==> config.mk <==
export PLATFORM = sky130hd
export DESIGN_NAME = velocity_magnitude_colormap_top
export DESIGN_NICKNAME = d
export VERILOG_FILES = /design/src/hw/rtl/vmc_pkg.sv /design/src/hw/rtl/vmc_square.sv /design/src/hw/rtl/vmc_sqrt_stage.sv /design/src/hw/rtl/vmc_shade.sv /design/src/hw/rtl/velocity_magnitude_colormap_top.sv
export VERILOG_INCLUDE_DIRS = /design/src /design/src/hw/rtl
export SDC_FILE = /design/constraint.sdc
export NUM_CORES = 2
export LEC_CHECK = 0
export BUFFER_PORTS_ARGS = -buffer_cell sky130_fd_sc_hd__buf_4
export CAP_MARGIN = 25
export CORE_MARGIN = 4
export CORE_UTILIZATION = 50
export CTS_BUF_LIST = sky130_fd_sc_hd__clkbuf_8
export CTS_CLUSTER_DIAMETER = 40
export CTS_CLUSTER_SIZE = 25
export DETAILED_ROUTE_END_ITERATION = 7
export GPL_ROUTABILITY_DRIVEN = 0
export PLACE_DENSITY = 0.71
export SLEW_MARGIN = 40
export SYNTH_ARGS = -nofsm -noshare
export SYNTH_HDL_FRONTEND = slang
export SYNTH_SLANG_ARGS = --single-unit
==> constraint.sdc <==
create_clock -name clk -period 12.8 [get_ports clk]
set_clock_uncertainty 0.2 [all_clocks]
set_input_delay 2.56 -clock clk [delete_from_list [all_inputs] [get_ports clk]]
set_output_delay 2.56 -clock clk [all_outputs]
set_load 0.01 [all_outputs]
==> src/hw/rtl/assert_macros.svh <==
// assertion macros used by the rtl top level
`ifndef ASSERT_MACROS_SVH
`define ASSERT_MACROS_SVH

// same-cycle implication, checked on every rising edge outside reset
`define VMC_ASSERT_NOW(lbl, ante, cons, msg) \
  lbl: assert property (@(posedge clk) disable iff (rst) (ante) |-> (cons)) else $error(msg);

// next-cycle implication, checked on every rising edge outside reset
`define VMC_ASSERT_NEXT(lbl, ante, cons, msg) \
  lbl: assert property (@(posedge clk) disable iff (rst) (ante) |=> (cons)) else $error(msg);

`endif

==> src/hw/rtl/vmc_pkg.sv <==
// shared types, constants and the square root step of the colour map pipeline
package vmc_pkg;

  localparam int SQUARE_STAGES   = 2;
  localparam int SQRT_STAGES     = 8;
  localparam int STEPS_PER_STAGE = 2;
  localparam int SHADE_STAGES    = 2;
  localparam int PIPE_DEPTH      = SQUARE_STAGES + SQRT_STAGES + SHADE_STAGES;

  localparam logic [15:0] REF_SPEED_RESET = 16'd26;
  localparam logic [15:0] INV_RANGE_RESET = 16'd256;

  // register indexes of the configuration port
  localparam logic REG_REF_SPEED = 1'b0;
  localparam logic REG_INV_RANGE = 1'b1;

  // t in Q.8: one is 256
  localparam logic signed [9:0] T_ONE     = 10'sd256;
  localparam logic signed [9:0] T_NEG_ONE = -10'sd256;
  localparam logic [7:0]        FULL      = 8'd255;

  typedef struct packed {
    logic [9:0] x;
    logic [9:0] y;
  } coord_t;

  typedef struct packed {
    logic [16:0] rem;
    logic [15:0] root;
    logic [31:0] rad;
  } sqrt_t;

  typedef struct packed {
    logic [7:0] red;
    logic [7:0] green;
    logic [7:0] blue;
  } colour_t;

  // one digit of the restoring square root: two radicand bits in, one root bit out
  function automatic sqrt_t sqrt_step(input sqrt_t cur);
    logic [18:0] r;
    logic [18:0] trial;
    sqrt_t       nxt;
    r        = {cur.rem, cur.rad[31:30]};
    trial    = {1'b0, cur.root, 2'b01};
    nxt.rad  = {cur.rad[29:0], 2'b00};
    if (r >= trial) begin
      nxt.rem  = 17'(r - trial);
      nxt.root = {cur.root[14:0], 1'b1};
    end else begin
      nxt.rem  = r[16:0];
      nxt.root = {cur.root[14:0], 1'b0};
    end
    return nxt;
  endfunction

endpackage

==> src/hw/rtl/vmc_square.sv <==
// squares of the velocity pair and their sum, two register stages
module vmc_square (
  input  logic               clk,
  input  logic [1:0]         en,
  input  logic signed [15:0] vel_x,
  input  logic signed [15:0] vel_y,
  output logic [31:0]        sum
);
  import vmc_pkg::*;

  logic signed [31:0] prod_x;
  logic signed [31:0] prod_y;
  logic [31:0]        sq_x;
  logic [31:0]        sq_y;

  assign prod_x = vel_x * vel_x;
  assign prod_y = vel_y * vel_y;

  always_ff @(posedge clk) begin
    if (en[0]) begin
      sq_x <= unsigned'(prod_x);
      sq_y <= unsigned'(prod_y);
    end
    // at most 2^31, no carry out
    if (en[1]) begin
      sum <= sq_x + sq_y;
    end
  end

endmodule

==> src/hw/rtl/vmc_sqrt_stage.sv <==
// one register stage of the pipelined square root, two root bits per stage
module vmc_sqrt_stage (
  input  logic           clk,
  input  logic           en,
  input  vmc_pkg::sqrt_t d,
  output vmc_pkg::sqrt_t q
);
  import vmc_pkg::*;

  sqrt_t q_next;

  always_comb begin
    q_next = d;
    for (int i = 0; i < STEPS_PER_STAGE; i++) begin
      q_next = sqrt_step(q_next);
    end
  end

  always_ff @(posedge clk) begin
    if (en) begin
      q <= q_next;
    end
  end

endmodule

==> src/hw/rtl/vmc_shade.sv <==
// speed offset and scale, then clamp of t and blue-white-red lookup
module vmc_shade (
  input  logic              clk,
  input  logic [1:0]        en,
  input  logic [15:0]       speed,
  input  logic [15:0]       ref_speed,
  input  logic [15:0]       inv_range,
  output vmc_pkg::colour_t  colour
);
  import vmc_pkg::*;

  logic signed [17:0] diff;
  logic signed [16:0] inv_s;
  logic signed [34:0] prod_next;
  logic signed [34:0] prod;
  logic signed [26:0] t_wide;
  logic signed [9:0]  t;
  logic [8:0]         s;
  logic [16:0]        scaled;
  logic [7:0]         ramp;
  colour_t            colour_next;

  assign diff      = signed'({2'b00, speed}) - signed'({2'b00, ref_speed});
  assign inv_s     = signed'({1'b0, inv_range});
  assign prod_next = diff * inv_s;

  always_comb begin
    // arithmetic shift by 8 floors toward minus infinity
    t_wide = prod[34:8];
    if (t_wide < 27'(T_NEG_ONE)) begin
      t = T_NEG_ONE;
    end else if (t_wide > 27'(T_ONE)) begin
      t = T_ONE;
    end else begin
      t = t_wide[9:0];
    end
    if (t < 10'sd0) begin
      s = 9'(t + T_ONE);
    end else begin
      s = 9'(T_ONE - t);
    end
    // 255 * s / 256 as (256 s - s) >> 8
    scaled = {s, 8'b0} - {8'b0, s};
    ramp   = scaled[15:8];
    if (t < 10'sd0) begin
      colour_next = '{red: ramp, green: ramp, blue: FULL};
    end else begin
      colour_next = '{red: FULL, green: ramp, blue: ramp};
    end
  end

  always_ff @(posedge clk) begin
    if (en[0]) begin
      prod <= prod_next;
    end
    if (en[1]) begin
      colour <= colour_next;
    end
  end

endmodule

==> src/hw/rtl/velocity_magnitude_colormap_top.sv <==
// top level of the velocity magnitude blue-white-red colour map pipeline
`include "assert_macros.svh"

// Maps one grid cell's signed Q8.8 velocity pair to a colour, one cell per
// clock while out_ready holds. Each transfer runs through a twelve-stage
// pipeline: two stages square and add the components, eight stages take the
// integer square root two root bits at a time, one stage offsets the speed by
// reference_speed and scales it by inv_velocity_range in an 18 by 17 bit
// multiplier, and the last stage clamps t to [-1, 1] and forms the colour in
// the output register. Every stage holds its item while the next is full, so
// in_ready stays high as long as any stage has a bubble. The coordinates ride
// alongside unchanged. Configuration writes take effect at once and should
// only be made while the pipeline is empty.
module velocity_magnitude_colormap_top (
  input  logic               clk,
  input  logic               rst,
  // input cells
  input  logic               in_valid,
  output logic               in_ready,
  input  logic signed [15:0] vel_x,
  input  logic signed [15:0] vel_y,
  input  logic [9:0]         pixel_x,
  input  logic [9:0]         pixel_y,
  // coloured cells
  output logic               out_valid,
  input  logic               out_ready,
  output logic [7:0]         red,
  output logic [7:0]         green,
  output logic [7:0]         blue,
  output logic [9:0]         out_x,
  output logic [9:0]         out_y,
  // configuration writes
  input  logic               cfg_wr_en,
  input  logic               cfg_index,
  input  logic [15:0]        cfg_wr_data
);
  import vmc_pkg::*;

  // configuration registers
  logic [15:0] ref_speed;
  logic [15:0] inv_range;

  // per-stage valid bits and load enables
  logic [PIPE_DEPTH-1:0] v;
  logic [PIPE_DEPTH-1:0] en;

  // coordinates travelling with each stage
  coord_t coord [PIPE_DEPTH];

  logic [31:0] sum;
  sqrt_t       sq_pipe [SQRT_STAGES+1];
  colour_t     colour;

  always_ff @(posedge clk) begin
    if (rst) begin
      ref_speed <= REF_SPEED_RESET;
      inv_range <= INV_RANGE_RESET;
    end else if (cfg_wr_en) begin
      case (cfg_index)
        REG_REF_SPEED: ref_speed <= cfg_wr_data;
        REG_INV_RANGE: inv_range <= cfg_wr_data;
        default: ;
      endcase
    end
  end

  // a stage loads when it is empty or its successor loads this cycle
  always_comb begin
    en[PIPE_DEPTH-1] = !v[PIPE_DEPTH-1] || out_ready;
    for (int k = PIPE_DEPTH - 2; k >= 0; k--) begin
      en[k] = !v[k] || en[k+1];
    end
  end

  assign in_ready = en[0];

  always_ff @(posedge clk) begin
    if (rst) begin
      v <= '0;
    end else begin
      if (en[0]) begin
        v[0] <= in_valid;
      end
      for (int k = 1; k < PIPE_DEPTH; k++) begin
        if (en[k]) begin
          v[k] <= v[k-1];
        end
      end
    end
  end

  always_ff @(posedge clk) begin
    if (en[0]) begin
      coord[0] <= '{x: pixel_x, y: pixel_y};
    end
    for (int k = 1; k < PIPE_DEPTH; k++) begin
      if (en[k]) begin
        coord[k] <= coord[k-1];
      end
    end
  end

  // squares and sum
  vmc_square u_square (
    .clk   (clk),
    .en    (en[SQUARE_STAGES-1:0]),
    .vel_x (vel_x),
    .vel_y (vel_y),
    .sum   (sum)
  );

  // square root, two bits of root per stage
  assign sq_pipe[0] = '{rem: '0, root: '0, rad: sum};

  for (genvar g = 0; g < SQRT_STAGES; g++) begin : g_sqrt
    vmc_sqrt_stage u_stage (
      .clk (clk),
      .en  (en[SQUARE_STAGES+g]),
      .d   (sq_pipe[g]),
      .q   (sq_pipe[g+1])
    );
  end

  // offset, scale, clamp and colour
  vmc_shade u_shade (
    .clk       (clk),
    .en        (en[PIPE_DEPTH-1:PIPE_DEPTH-SHADE_STAGES]),
    .speed     (sq_pipe[SQRT_STAGES].root),
    .ref_speed (ref_speed),
    .inv_range (inv_range),
    .colour    (colour)
  );

  assign out_valid = v[PIPE_DEPTH-1];
  assign red       = colour.red;
  assign green     = colour.green;
  assign blue      = colour.blue;
  assign out_x     = coord[PIPE_DEPTH-1].x;
  assign out_y     = coord[PIPE_DEPTH-1].y;

  // an accepted transfer always lands in the first stage
  `VMC_ASSERT_NEXT(a_accept_lands, in_valid && in_ready, v[0], "accepted cell lost at entry")
  // with the last stage empty every stage can move, so input must be open
  `VMC_ASSERT_NOW(a_ready_when_drained, !out_valid, in_ready, "input blocked with empty output")
  // diverging map: one of the two end channels is always saturated
  `VMC_ASSERT_NOW(a_colour_end, out_valid, red == FULL || blue == FULL, "colour off the map")
  // cold side keeps red and green equal
  `VMC_ASSERT_NOW(a_cold_grey, out_valid && red != FULL, red == green && blue == FULL,
                  "cold colour not on the blue ramp")

endmodule

After elaboration in Yosys (flattened, before gate mapping)

Memories as Yosys holds them, arrays and structs flattened.
Index checks and enable logic that the tools add are counted.

Register bits: 558
RAM bits: 240
Bits of input ports: 74
Output and inout port bits: 46
Word-level logic and storage cells: 156
Memories kept: 1

Memory list:

| memory | words | bits a word | rd ports | clocked after memory_dff | write ports | RTL line                              | RTL |
|---|---|---|---|---|---|---|---|
| coord  | 12    | 20          | 12       | 0                        | 12          | velocity_magnitude_colormap_top.sv:48 | `coord_t coord [PIPE_DEPTH];` |

Add/sub/neg operators: 20
Multiply operators: 3
$lt $le $gt $ge: 19
Mux-type cells: 43
Bitwise operators: 1
Reduce and logical (&&, ||, !) cells: 26

Operators by type and width:

| operator                                                                             | count |
|---|---|
| 33-bit 2-to-1 mux                                                                    | 15 |
| 19-bit by 18-bit greater-or-equal comparator with 1-bit output                       | 15 |
| 17-bit subtractor                                                                    | 14 |
| 16-bit by 16-bit multiplier with 32-bit output                                       | 2 |
| 17-bit by 17-bit multiplier with 34-bit output                                       | 1 |
| 32-bit adder                                                                         | 1 |
| 27-bit by 10-bit greater-than comparator with 1-bit output (second input constant)   | 1 |
| 27-bit by 9-bit less-than comparator with 1-bit output (second input constant)       | 1 |
| 1-bit 2-to-1 mux                                                                     | 25 |
| 10-bit 2-to-1 mux                                                                    | 2 |
| 16-bit by 16-bit subtractor with 17-bit output                                       | 1 |
| 16-bit by 9-bit subtractor with 16-bit output                                        | 1 |
| 1-bit zero test                                                                      | 12 |
| 1-bit logical OR                                                                     | 12 |
| 10-bit by 1-bit less-than comparator with 1-bit output (second input constant)       | 1 |
| 9-bit adder (second input constant)                                                  | 1 |
| 9-bit 2-to-1 mux                                                                     | 1 |
| 9-bit subtractor (first input constant)                                              | 1 |
| 2-bit AND reduction                                                                  | 2 |
| 2-bit by 1-bit subtractor with 3-bit output (second input constant)                  | 1 |
| 2-bit by 1-bit greater-or-equal comparator with 1-bit output (second input constant) | 1 |
| 1-bit NOT                                                                            | 1 |

Depth between registers and ports, before layout

Depth in word-level cells: 15
Gate-level depth with buffers: 36
Gate-level depth less buffers: 35

Modules after synthesis

A second synthesis with hierarchy kept.

Cell total of the unflattened synthesis: 7308
Area total of the unflattened synthesis: 78212.5 um2

By module, submodules not included:

| module                          | times used | cells an instance | area each (um2) | seq. area each (um2) |
|---|---|---|---|---|
| vmc_sqrt_stage                  | 8          | 398               | 4242.8          | 1831.8 |
| vmc_square                      | 1          | 2218              | 21852.2         | 2822.7 |
| vmc_shade                       | 1          | 1444              | 13421.6         | 1501.4 |
| velocity_magnitude_colormap_top | 1          | 462               | 8996.1          | 8087.8 |

Worst setup path before layout

Ideal clock, no wire load.

Path type: input to output
From: input out_ready
To: output in_ready
Arrival: 9130 ps
Data required time: 10040 ps
Setup slack: 910 ps
Stages on the path: 7
Path buffers: 0
Path through: nor2b_1 inv_1 nor2_1 nand3_1 nor2_1 nand4_1 or2_2

Longest elaborated chain between the ends: 12

RTL lines:

| what                          | RTL line                              | RTL |
|---|---|---|
| start: declaration            | velocity_magnitude_colormap_top.sv:26 | `input logic out_ready,` |
| 1-bit logical OR              | velocity_magnitude_colormap_top.sv:69 | `en[PIPE_DEPTH-1] = !v[PIPE_DEPTH-1] \|\| out_ready;` |
| net en[11]                    | velocity_magnitude_colormap_top.sv:45 | `logic [PIPE_DEPTH-1:0] en;` |
| 1-bit logical OR (6 in a row) | velocity_magnitude_colormap_top.sv:71 | `en[k] = !v[k] \|\| en[k+1];` |
| net en[5]                     | velocity_magnitude_colormap_top.sv:45 |  |
| 1-bit logical OR (4 in a row) | velocity_magnitude_colormap_top.sv:71 |  |
| net en[1]                     | velocity_magnitude_colormap_top.sv:45 |  |
| 1-bit logical OR              | velocity_magnitude_colormap_top.sv:71 |  |
| end: declaration              | velocity_magnitude_colormap_top.sv:19 | `output logic in_ready,` |

The timed path passes the listed nets, and every way through them passes these cells.

Worst setup path in the final report

From: register g_sqrt[7].u_stage.q[32] in the netlist's numbering
To: register u_shade.prod[32], data pin

Longest elaborated chain between the ends: 2

RTL lines:

| what                                           | RTL line             | RTL |
|---|---|---|
| start: declaration                             | vmc_sqrt_stage.sv:6  | `output vmc_pkg::sqrt_t q` |
| start signal: assignment                       | vmc_sqrt_stage.sv:21 | `q <= q_next;` |
| 16-bit by 16-bit subtractor with 17-bit output | vmc_shade.sv:23      | `assign diff = signed'({2'b00, speed}) - signed'({2'b00, ref_speed});` |
| 17-bit by 17-bit multiplier with 34-bit output | vmc_shade.sv:25      | `assign prod_next = diff * inv_s;` |
| net u_shade.prod_next[32]                      | vmc_shade.sv:14      | `logic signed [34:0] prod_next;` |
| end signal: assignment                         | vmc_shade.sv:54      | `prod <= prod_next;` |
| end: declaration                               | vmc_shade.sv:15      | `logic signed [34:0] prod;` |

The timed path passes the listed nets, and every way through them passes these cells.
A chain may end at the register's enable or synchronous reset.

==> flow_metrics.py <==
metrics = {
    "outcome": {
        "status": "completed",
    },
    "job": {
        "maxCapViolCount": 0,
    },
    "synthesis": {
        "ys.flop_type": "edfxtp_1",
        "ys_ff_latch": 724,
        "synthCells": 5784,
        "synth_cell_types": 96,
        "yosysWarnings": 0,
        "async_reset_ff_share_pct": 0,
        "syn_area_per_cell_um2": 10.76,
        "synth_edf_count": 680,
        "seq_area_frac_synth_pct": 34.21,
        "synthesis.area_um2": 62260,
    },
    "floorplanning": {
        "dieWidth_um": 360.9,
        "num_io_pins": 120,
        "fp.dieArea_um2": 130200,
        "design.core.area_um2": 123600,
        "die_h_um": 360.9,
        "initial_utilization_pct": 50.36,
        "rows": 129,
    },
    "clocking": {
        "clkLatencyLatePin_ns": 0.81,
        "clockRootBuffer": "clkbuf_8",
        "cts_tree": "built",
        "clk_pin_slew_worst_paths_ns": 0.10,
        "cts_buffers": 87,
        "post_cts_resized": 0,
        "cts_hold_buf": 0,
        "cts_sinks": 724,
        "h-tree-depth": 3,
        "post-cts-setup-buffer-count": 0,
        "clk_path_buf_depth": 3,
    },
    "finish": {
        "stdcell_area_um2": 67160,
        "n_fill_cell": 10600,
        "post-route-util_pct": 54.32,
        "layout-drive-gt1-share_pct": 6.850,
        "area_growth_pct": 7.864,
        "final_nets": 7148,
        "layout_common_cells": "inv_1 (1,086), fa_1 (756), edfxtp_1 (680), nand2_1 (504), ha_1 (449)",
        "final_common_cell": "inv_1",
    },
    "sta": {
        "min_period_ns": 9.827,
        "slew_viol_final": 0,
        "setup_violations": 0,
        "finalSetupTns_ns": 0,
        "fmax_mhz": 101.8,
        "tightest_slew_ns": 0.9101,
        "finalCritPeriodShare_pct": 76.78,
        "finalHoldViolCount": 0,
        "slew_headroom_pct": 39.24,
        "hold_slack_ns": 0.1852,
        "rsz0062_at_grt": "false",
    },
    "detailed_routing": {
        "drt_wl_total_um": 127100,
        "viasPerCell": 5.305,
        "drc": 0,
        "first_iter_violations": 2228,
        "wl_per_cell_um": 16.76,
        "first_pass_iters": 7,
        "via_count": 40230,
        "ant_nets": 0,
    },
    "place": {
        "placed_area_um2": 64890,
        "dp_hpwl_um": 101000,
        "port_buffers": 119,
    },
    "critical_path": {
        "slowest_stage": "fa_1",
        "cp_top_family": "adder cells",
        "path_max_fanout": 20,
        "ff2ff_setup_slack_ns": 2.97,
        "path_common_cell": "fa_1",
        "cp.required_ns": 13.08,
        "cpPeakStageDelay_ns": 0.69,
        "cp-end-kind": "flip-flop",
        "cp.arrival_ns": 10.11,
        "crit_type": "flip-flop to flip-flop",
        "path_buf_inv": 6,
        "cp-start-kind": "flip-flop",
    },
    "global_route": {
        "grt_pass1_vias": 42280,
        "grt_remaining_overflow": 0,
        "track_usage_pct": 19.91,
        "grt_pass1_wl_um": 211700,
        "antenna_found_initial": 2,
        "grt_max_degree": 64,
    },
    "min_path": {
        "hp-class": "flip-flop to flip-flop",
    },
}
-- layer usage --
| metal | vias to the layer above | part of all wire (%) | wire [um] | global-route usage [%] |
|---|---|---|---|---|
| met1 | 19960 | 41 | 52340 | 25.28 |
| li1 | 19140 | - | - | - |
| met3 | 235 | 4.4 | 5647 | 2.574 |
| met4 | 0 | 3.1 | 3941 | 6.377 |
| met2 | 887 | 51 | 65170 | 35.45 |
| met5 | - | 0 | 0 | 0 |
-- worst reg2reg max path, delay by kind of cell (launching register included) --
family / cells / cell delay, ns
fa+ha+maj: 9 / 4.16
flops: 1 / 0.32
xor+xnor: 1 / 0.15
compound gates: 14 / 3.30
buf+inv: 6 / 0.75
simple gates: 4 / 0.61
-- through the flow --
stage	setup slack, ns	instances
floorplan	0.9101	5785
global placement	3.123	7413
detailed placement	3.040	7414
CTS	2.974	7578
global route	2.286	7582
finish	2.973	7582
-- synth_stat cells (51+ instances only) --
library cell  number  share of area (%)
xnor2_1          203                2.9
fa_1             756                 24
nand3_1           59               0.47
and2_1           224                2.3
nand2b_1          51               0.51
nor2_1           302                1.8
nand2_1          508                3.1
clkbuf_1         119               0.72
nor3_1            81               0.65
a21oi_1          256                2.1
ha_1             451                9.1
a21o_1            92                1.1
o21ai_0          137                1.1
edfxtp_1         680                 33
nor2b_1           66               0.66
inv_1           1086                6.5
xor2_1            95                1.3
-- final timing paths --
check / depth (start not counted) / startpoint / endpoint
worst max register to register: 34 / g_sqrt[7].u_stage.q[32] / u_shade.prod[32]
worst min-delay path: 0 / g_sqrt[0].u_stage.q[5] / g_sqrt[1].u_stage.q[9]
worst min register to register: 0 / g_sqrt[0].u_stage.q[5] / g_sqrt[1].u_stage.q[9]
worst max-delay path: 34 / g_sqrt[7].u_stage.q[32] / u_shade.prod[32]
-- kinds of logic (layout without fill, tap and decap cells) --
kind of cell / count (synthesis) / count (layout) / share of synthesized area (%)
simple gates: 1504 / 1504 / 11.93
buf+inv: 1245 / 1402 / 7.663
fa+ha+maj: 1207 / 1207 / 33.37
compound gates: 764 / 764 / 7.920
flops: 724 / 724 / 34.21
xor+xnor: 298 / 298 / 4.192
mux: 41 / 41 / 0.7094
other cells: 1 / 5 / 0.006023
-- flip-flops by register name (all words and copies together), names as in the netlist --
name	cells
v	12
inv_range	16
u_square.sum	32
coord	240
u_square.sq_x	31
u_square.sq_y	31
g_sqrt.u_stage.q	296
u_shade.colour	24
ref_speed	16
u_shade.prod	26
-- area by class of cell --
cell class | instances | area [um^2] | area share [%]
timing repair buffer | 147 | 1132 | 1.686
multi-input combinational | 3816 | 36370 | 54.15
antenna | 3 | 7.507 | 0.01118
inverter | 1091 | 4098 | 6.102
clock buffer | 87 | 1197 | 1.783
sequential | 724 | 21300 | 31.72
clock inverter | 77 | 1003 | 1.494
tap | 1637 | 2048 | 3.050
Power is left out: the tool's default activity adds up to more than one toggle a clock period on the data nets, which glitch-free logic cannot reach.
